==> src/fprq_pkg.sv <==
// Shared widths, constants and register index codes of the requantize core.
// No dependencies; used by the core and its rounding shifter.
package fprq_pkg;

  localparam int DataW   = 32;
  localparam int ShiftW  = 6;
  localparam int ShAmtW  = 5;
  localparam int CfgIdxW = 1;

  typedef enum logic [CfgIdxW-1:0] {
    CfgMultiplier  = 1'b0,
    CfgShiftAmount = 1'b1
  } cfg_idx_e;

  localparam logic signed [DataW-1:0]   MultReset  = 32'sh4000_0000;
  localparam logic signed [ShiftW-1:0]  ShiftReset = 6'sd0;
  localparam logic signed [ShiftW-1:0]  ShiftMin   = 6'sb100000;
  localparam logic [ShAmtW-1:0]         ShAmtMax   = 5'd31;
  localparam logic signed [DataW-1:0]   DataMin    = 32'sh8000_0000;
  localparam logic signed [DataW-1:0]   DataMax    = 32'sh7FFF_FFFF;
  localparam logic signed [2*DataW-1:0] HmNudge    = 64'sh0000_0000_4000_0000;

endpackage

==> src/fprq_round_shift.sv <==
// Rounding arithmetic right shift, halves rounded away from zero.
// Depends on fprq_pkg for widths.
module fprq_round_shift (
  input  logic signed [fprq_pkg::DataW-1:0]  value_i,
  input  logic        [fprq_pkg::ShAmtW-1:0] shamt_i,
  output logic signed [fprq_pkg::DataW-1:0]  value_o
);

  logic        [fprq_pkg::DataW-1:0] mask;
  logic        [fprq_pkg::DataW-1:0] rem;
  logic        [fprq_pkg::DataW-1:0] thr;
  logic signed [fprq_pkg::DataW-1:0] shifted;

  always_comb begin
    mask    = (fprq_pkg::DataW'(1) << shamt_i) - fprq_pkg::DataW'(1);
    rem     = value_i & mask;
    thr     = (mask >> 1) + fprq_pkg::DataW'(value_i[fprq_pkg::DataW-1]);
    shifted = value_i >>> shamt_i;
    value_o = shifted + fprq_pkg::DataW'(rem > thr);
  end

endmodule

==> src/fixed_point_requantize_multiply_core.sv <==
// Throughput: one word per cycle while out_stall_i is low; stages are left shift, 32x32
// multiply, nudge and high-half select, rounding right shift into the output register.
// Each stage holds only while the one ahead is full and blocked, so bubbles collapse.
// Reset (asynchronous, active low) empties the pipeline and loads the register reset values.
// Depends on fprq_pkg and fprq_round_shift.
module fixed_point_requantize_multiply_core (
  input  logic                                clk_i,
  input  logic                                rst_ni,
  input  logic                                cfg_valid_i,
  output logic                                cfg_ready_o,
  input  logic [fprq_pkg::CfgIdxW-1:0]        cfg_index_i,
  input  logic [fprq_pkg::DataW-1:0]          cfg_wdata_i,
  input  logic                                in_valid_i,
  output logic                                in_stall_o,
  input  logic signed [fprq_pkg::DataW-1:0]   value_in_i,
  output logic                                out_valid_o,
  input  logic                                out_stall_i,
  output logic signed [fprq_pkg::DataW-1:0]   value_out_o
);

  logic signed [fprq_pkg::DataW-1:0]   multiplier_q;
  logic signed [fprq_pkg::ShiftW-1:0]  shift_amount_q;

  logic                                lsh_en;
  logic        [fprq_pkg::ShAmtW-1:0]  lsh_amt;
  logic        [fprq_pkg::ShAmtW-1:0]  rsh_amt;
  logic signed [fprq_pkg::ShiftW-1:0]  shift_neg;

  logic s1_valid_q, s2_valid_q, s3_valid_q, s4_valid_q;
  logic s1_ready, s2_ready, s3_ready, s4_ready;

  logic signed [fprq_pkg::DataW-1:0]   a_d, a_q;
  logic signed [2*fprq_pkg::DataW-1:0] prod_d, prod_q;
  logic                                sat_d, sat_q;
  logic signed [2*fprq_pkg::DataW-1:0] nudged;
  logic signed [fprq_pkg::DataW-1:0]   hm_d, hm_q;
  logic signed [fprq_pkg::DataW-1:0]   res_d, res_q;

  assign cfg_ready_o = 1'b1;

  always_ff @(posedge clk_i or negedge rst_ni) begin
    if (!rst_ni) begin
      multiplier_q   <= fprq_pkg::MultReset;
      shift_amount_q <= fprq_pkg::ShiftReset;
    end else if (cfg_valid_i && cfg_ready_o) begin
      case (fprq_pkg::cfg_idx_e'(cfg_index_i))
        fprq_pkg::CfgMultiplier:  multiplier_q   <= cfg_wdata_i;
        fprq_pkg::CfgShiftAmount: shift_amount_q <= cfg_wdata_i[fprq_pkg::ShiftW-1:0];
        default: ;
      endcase
    end
  end

  always_comb begin
    shift_neg = -shift_amount_q;
    lsh_en    = !shift_amount_q[fprq_pkg::ShiftW-1] && (shift_amount_q != fprq_pkg::ShiftReset);
    lsh_amt   = shift_amount_q[fprq_pkg::ShAmtW-1:0];
    if (!shift_amount_q[fprq_pkg::ShiftW-1]) begin
      rsh_amt = '0;
    end else if (shift_amount_q == fprq_pkg::ShiftMin) begin
      rsh_amt = fprq_pkg::ShAmtMax;
    end else begin
      rsh_amt = shift_neg[fprq_pkg::ShAmtW-1:0];
    end
  end

  assign s4_ready   = !s4_valid_q || !out_stall_i;
  assign s3_ready   = !s3_valid_q || s4_ready;
  assign s2_ready   = !s2_valid_q || s3_ready;
  assign s1_ready   = !s1_valid_q || s2_ready;
  assign in_stall_o = !s1_ready;

  always_ff @(posedge clk_i or negedge rst_ni) begin
    if (!rst_ni) begin
      s1_valid_q <= 1'b0;
      s2_valid_q <= 1'b0;
      s3_valid_q <= 1'b0;
      s4_valid_q <= 1'b0;
    end else begin
      if (s1_ready) s1_valid_q <= in_valid_i;
      if (s2_ready) s2_valid_q <= s1_valid_q;
      if (s3_ready) s3_valid_q <= s2_valid_q;
      if (s4_ready) s4_valid_q <= s3_valid_q;
    end
  end

  always_comb begin
    a_d    = lsh_en ? (value_in_i << lsh_amt) : value_in_i;
    prod_d = a_q * multiplier_q;
    sat_d  = (a_q == fprq_pkg::DataMin) && (multiplier_q == fprq_pkg::DataMin);
    nudged = prod_q + fprq_pkg::HmNudge;
    hm_d   = sat_q ? fprq_pkg::DataMax : nudged[2*fprq_pkg::DataW-2:fprq_pkg::DataW-1];
  end

  fprq_round_shift u_round (
    .value_i (hm_q),
    .shamt_i (rsh_amt),
    .value_o (res_d)
  );

  always_ff @(posedge clk_i) begin
    if (s1_ready && in_valid_i) begin
      a_q <= a_d;
    end
    if (s2_ready && s1_valid_q) begin
      prod_q <= prod_d;
      sat_q  <= sat_d;
    end
    if (s3_ready && s2_valid_q) begin
      hm_q <= hm_d;
    end
    if (s4_ready && s3_valid_q) begin
      res_q <= res_d;
    end
  end

  assign out_valid_o = s4_valid_q;
  assign value_out_o = res_q;

endmodule

==> config.mk <==
export PLATFORM = sky130hd
export DESIGN_NAME = fixed_point_requantize_multiply_core
export DESIGN_NICKNAME = d
export VERILOG_FILES = /design/src/fprq_pkg.sv /design/src/fprq_round_shift.sv /design/src/fixed_point_requantize_multiply_core.sv
export SDC_FILE = /design/constraint.sdc
export NUM_CORES = 2
export LEC_CHECK = 0
export BUFFER_PORTS_ARGS = -buffer_cell sky130_fd_sc_hd__buf_2
export CORE_MARGIN = 2
export CORE_UTILIZATION = 25
export CTS_BUF_LIST = sky130_fd_sc_hd__clkbuf_8
export DETAILED_ROUTE_END_ITERATION = 10
export HOLD_SLACK_MARGIN = 0.05
export PLACE_DENSITY = 0.36
export SLEW_MARGIN = 20
export SYNTH_ARGS = -nofsm -noshare
export SYNTH_HDL_FRONTEND = slang
export SYNTH_SLANG_ARGS = --single-unit
==> constraint.sdc <==
create_clock -name clk_i -period 13.3 [get_ports clk_i]
set_input_delay 2.66 -clock clk_i [delete_from_list [all_inputs] [get_ports clk_i]]
set_output_delay 2.66 -clock clk_i [all_outputs]
set_load 0.03 [all_outputs]
======== Word level (Yosys, flattened, before mapping) ========
Cells that the tools add are included.
word-level totals
  bits in registers ....................... 202
  logic and storage cells ................. 49
  output and inout bits ................... 35
  input bits .............................. 70
cells by class
  reductions and logical operators ........ 20
  multipliers ............................. 1
  bitwise gates (word level) .............. 2
  $lt $le $gt $ge ......................... 1
  add/sub/neg operators ................... 5
  equal/unequal tests ..................... 3
  shifts and indexed selects .............. 3
  multiplexer cells ....................... 3
operators by type and width
  kind                    count
  $eq 32x32->1 const B    2
  $add 63x32->63 const B  1
  $mul 32x32->63          1
  $add 31x1->32           1
  $add 32x1->32           1
  $and 32x32->32          1
  $gt 32x32->1            1
  $mux 32                 1
  $shl 1x5->32 const A    1
  $shl 32x5->32           1
  $sshr 32x5->32          1
  $sub 32x2->32 const B   1
  $mux 5                  2
  $logic_not 1->1         7
  $eq 6x6->1 const B      1
  $logic_and 1x1->1       6
  $reduce_bool 6->1       1
  $neg 5->5               1
  $logic_or 1x1->1        4
  $reduce_and 2->1        2
  $not 1->1               1

======== Longest topological paths before layout ========
  word-level depth ........................ 8
  gate-level depth with buffers ........... 41
  mapped depth without buffers ............ 35

======== By module ========
From an unflattened synthesis, not the netlist that was laid out.
unflattened totals
  cell total of the unflattened synthesis .. 5,052
  area total of the unflattened synthesis .. 48,370.1 um2
by module, submodules not included
  module                                times used  area each (um2)  cells an instance  seq. area each (um2)
  fixed_point_requantize_multiply_core  1           43,531.8         4,413              4,956.0
  fprq_round_shift                      1           4,838.4          639                0.0

======== Worst setup path after synthesis ========
OpenSTA, ideal clock, no wires.
  path kind ............................... reg-to-reg
  start ................................... register multiplier_q[2] (netlist name)
  end ..................................... register prod_q[51] (netlist name) (data pin)
  data arrival time ....................... 8,031 ps
  slack ................................... 5,011 ps
  period minus slack after synthesis ...... 8,289 ps
  path buffers ............................ 2
  required time ........................... 13,042 ps
  stages on the path, launching flop included .. 29
  library setup time ...................... 258 ps
  cells stage by stage .................... dfrtp_1 clkbuf_1 clkbuf_1 nand2_1 fa_1 fa_1 fa_1 inv_1 fa_1 inv_1 fa_1 inv_1 fa_1 fa_1 inv_1 fa_1 inv_1 ha_1 a211oi_1 nor2_1 o311ai_0 a21oi_1 a2111oi_0 a211o_1 a211o_1 a21oi_1 o41ai_1 o21ba_2 xnor2_1
between the ends
  cells in the longest elaborated chain, start to end .. 1
ends and longest elaborated chain
  element                 line                                         RTL
  from (decl)             fixed_point_requantize_multiply_core.sv:21   logic signed [fprq_pkg::DataW-1:0] multiplier_q;
  from (signal assigned)  fixed_point_requantize_multiply_core.sv:43   multiplier_q <= fprq_pkg::MultReset;
  from (signal assigned)  fixed_point_requantize_multiply_core.sv:47   fprq_pkg::CfgMultiplier: multiplier_q <= cfg_wdata_i;
  $mul 32x32->63          fixed_point_requantize_multiply_core.sv:89   prod_d = a_q * multiplier_q;
  net prod_d, one bit     fixed_point_requantize_multiply_core.sv:33   logic signed [2*fprq_pkg::DataW-1:0] prod_d, prod_q;
  to (signal assigned)    fixed_point_requantize_multiply_core.sv:106  prod_q <= prod_d;
  to (decl)               fixed_point_requantize_multiply_core.sv:33
The timed path passes the listed nets, and every way through them passes these cells.
A chain may end at the register's enable or synchronous reset.

======== Final worst setup path ========
  start ................................... register a_q[14] (netlist name)
  end ..................................... register prod_q[59] (netlist name) (data pin)
between the ends
  cells in the longest elaborated chain, start to end .. 1
ends and longest elaborated chain
  element                 line                                         RTL
  from (decl)             fixed_point_requantize_multiply_core.sv:32   logic signed [fprq_pkg::DataW-1:0] a_d, a_q;
  from (signal assigned)  fixed_point_requantize_multiply_core.sv:103  a_q <= a_d;
  $mul 32x32->63          fixed_point_requantize_multiply_core.sv:89
  net prod_d, one bit     fixed_point_requantize_multiply_core.sv:33
The timed path passes the listed nets, and every way through them passes these cells.

==> reports/metrics.csv <==
metric,value,unit
outcome,completed,
synth_area_leaders,"fa_1, inv_1, edfxtp_1",
setup_viol,0,
tightest_slew,1.23,ns
slowest_delay,1.02,ns
area_growth_syn_to_layout,7.48,%
cpMaxStageDelayCell,edfxtp_1,
crit_top_cell,fa_1,
fp.dieH,445,um
max_freq,0.100,GHz
initial_core_util,25.2,%
slew_headroom,17.5,%
critPathCaptureType,register,
grt_antenna_before_repair,9,
clk_latency,0.68,ns
path_clk_slew,0.18,ns
crit_start,a_q[14],
netlist_area,0.0487,mm2
async_flop_share,24.4,%
grt_pass1_vias,40300,
viasPerCell,4.64,
layout.nets,6660,
worstPathRequired,13.74,ns
port_buffers,103,
cts_setup_buffers,0,
tns,0,ns
ctsHoldBuffers,0,
cap_violations,0,
first_pass_iters,9,
skew,0.0742,ns
yosysWarnings,0,
crit_arrival,10.41,ns
synth_top_area_cell,fa_1,
min_path_type,reg2reg,
wirelength,179000,um
synth_seq_cells,172,
synth_top_area_share,44.1,%
die_x,445,um
r2r_start,a_q[14],
rsz0062_at_grt,no,
die_area,0.198,mm2
drtIter0Drc,2360,
synthFlopType,edfxtp_1,
fill_cells,20800,
period_share,75.0,%
drive_gt1_share,6.68,%
cts_tree,built,
grt_max_degree,55,
grt_usage,18.5,%
syn_inst,5390,
post_synth.cell_area_avg,9.03,um2
drcViolationCount,0,
cts.sinks,172,
min_period,9.97,ns
num_vias,36400,
yosysMostFrequentCell,inv_1,
clock-root-buffer,clkbuf_8,
path_class,reg2reg,
slew_violations,0,
hold_viol_final,0,
fp.coreArea,0.193,mm2
grt_overflow_total,0,
hold_path.startpoint,s3_valid_q,
synth-seq-area-share,10.2,%
grt_pass1_wl,273000,um
cts_resized,0,
io_pins,105,
htreeDepth,4,
cts-buffers-inserted,17,
synth_edf_count,130,
antenna_left,0,
synthDistinctLibCells,94,
num_rows,161,
dp_hpwl,134000,um
gp_congestion,0.875,
cts_buffer_depth,2,
crit_fanout,19,
ys_top_cells_by_count,"inv_1, fa_1, nand2_1",
start_kind,register,
wl_per_cell,22.8,um
==> area by class of cell <==
cell class | instances | area [um2] | area share, %
clock inverters | 14 | 161 | 0.308
flip-flops and latches | 172 | 4960 | 9.48
multi-input cells | 3767 | 38300 | 73.1
clock buffers | 17 | 234 | 0.447
well taps | 2526 | 3160 | 6.04
repair buffers | 205 | 1280 | 2.45
diodes | 5 | 12.5 | 0.0239
inverters | 1138 | 4270 | 8.16
==> state kept, by name, indices dropped and copies added (netlist names) <==
| register | count |
|---|---|
| s3_valid_q | 1 |
| s1_valid_q | 1 |
| value_out_o | 32 |
| multiplier_q | 32 |
| shift_amount_q | 6 |
| out_valid_o | 1 |
| hm_q | 32 |
| sat_q | 1 |
| s2_valid_q | 1 |
| prod_q | 33 |
| a_q | 32 |
==> per-stage QoR <==
| step | instances | worst slack, ns | util (%) | area, um2 | hold WS (ns) |
|---|---|---|---|---|---|
| floorplan | 5391 | 5.01 | - | 48700 | 0.436 |
| global placement | 7808 | 2.97 | 26.9 | 51900 | 0.483 |
| detailed placement | 7808 | 3.31 | 26.9 | 51900 | 0.482 |
| CTS | 7839 | 3.21 | 27.1 | 52300 | 0.523 |
| global route | 7841 | 2.60 | 27.1 | 52300 | 0.529 |
| finish | 7844 | 3.33 | 27.1 | 52300 | 0.516 |
==> placed cells by master (no fill, tap or decap), types with 9 or more instances in the layout <==
master	n
o21ai_0	125
or3_1	29
o21a_1	24
mux2i_1	39
buf_4	102
xor2_1	49
and2_1	274
nand4_1	33
xnor2_1	77
fa_1	1071
mux2_2	53
a21o_1	49
a211oi_1	34
ha_1	217
edfxtp_1	130
o22ai_1	11
o31ai_1	12
clkbuf_8	17
nand2b_1	71
dfrtp_1	37
a31oi_1	18
or2_2	13
nand3_1	47
o32a_1	10
nor2b_1	36
nor4_1	29
o211ai_1	9
buf_2	103
inv_1	1138
nand2_1	921
o21bai_1	12
nor3_1	50
a21oi_1	114
a211o_1	9
nor2_1	139
and3_1	28
mux4_2	14
==> per-layer routing <==
layer / up-vias / routed length, um / track usage, %
li1: 16200 / - / -
met1: 19200 / 87200 / 27.1
met2: 809 / 82100 / 30.0
met3: 147 / 6510 / 1.64
met4: 4 / 3000 / 3.44
met5: - / 27 / 0
==> worst paths after layout <==
path | to | slack, ns | cells after the start
worst max-delay path | prod_q[59] | 3.33 | 28
min in group asynchronous | multiplier_q[9] | 2.14 | 2
worst max register to register | prod_q[59] | 3.33 | 28
worst min-delay path | out_valid_o | 0.52 | 1
max in group asynchronous | shift_amount_q[5] | 10.48 | 2
worst min register to register | out_valid_o | 0.52 | 1
==> critical path, delay by kind of cell, from the launching register on <==
kind | cells | cell delay (ns)
simple gates | 4 | 0.62
compound gates | 8 | 2.83
fa+ha+maj | 9 | 4.29
flops | 1 | 1.02
buf+inv | 7 | 0.93
==> cells by family (layout without fill, tap and decap cells) <==
group / after synthesis / count (layout) / synth area share [%]
flip-flops: 172 / 172 / 10.2
AND/OR/NAND/NOR: 1722 / 1722 / 16.7
buffers and inverters: 1452 / 1374 / 11.4
multiplexers: 106 / 106 / 2.67
adder cells (fa/ha/maj): 1289 / 1289 / 49.6
other: 2 / 8 / 0.0154
AO/OA/AOI/OAI: 521 / 521 / 7.10
XOR/XNOR: 126 / 126 / 2.27
Power is not shown: default switching activity piles up to over one toggle a cycle in this logic, so the estimate is an artifact.
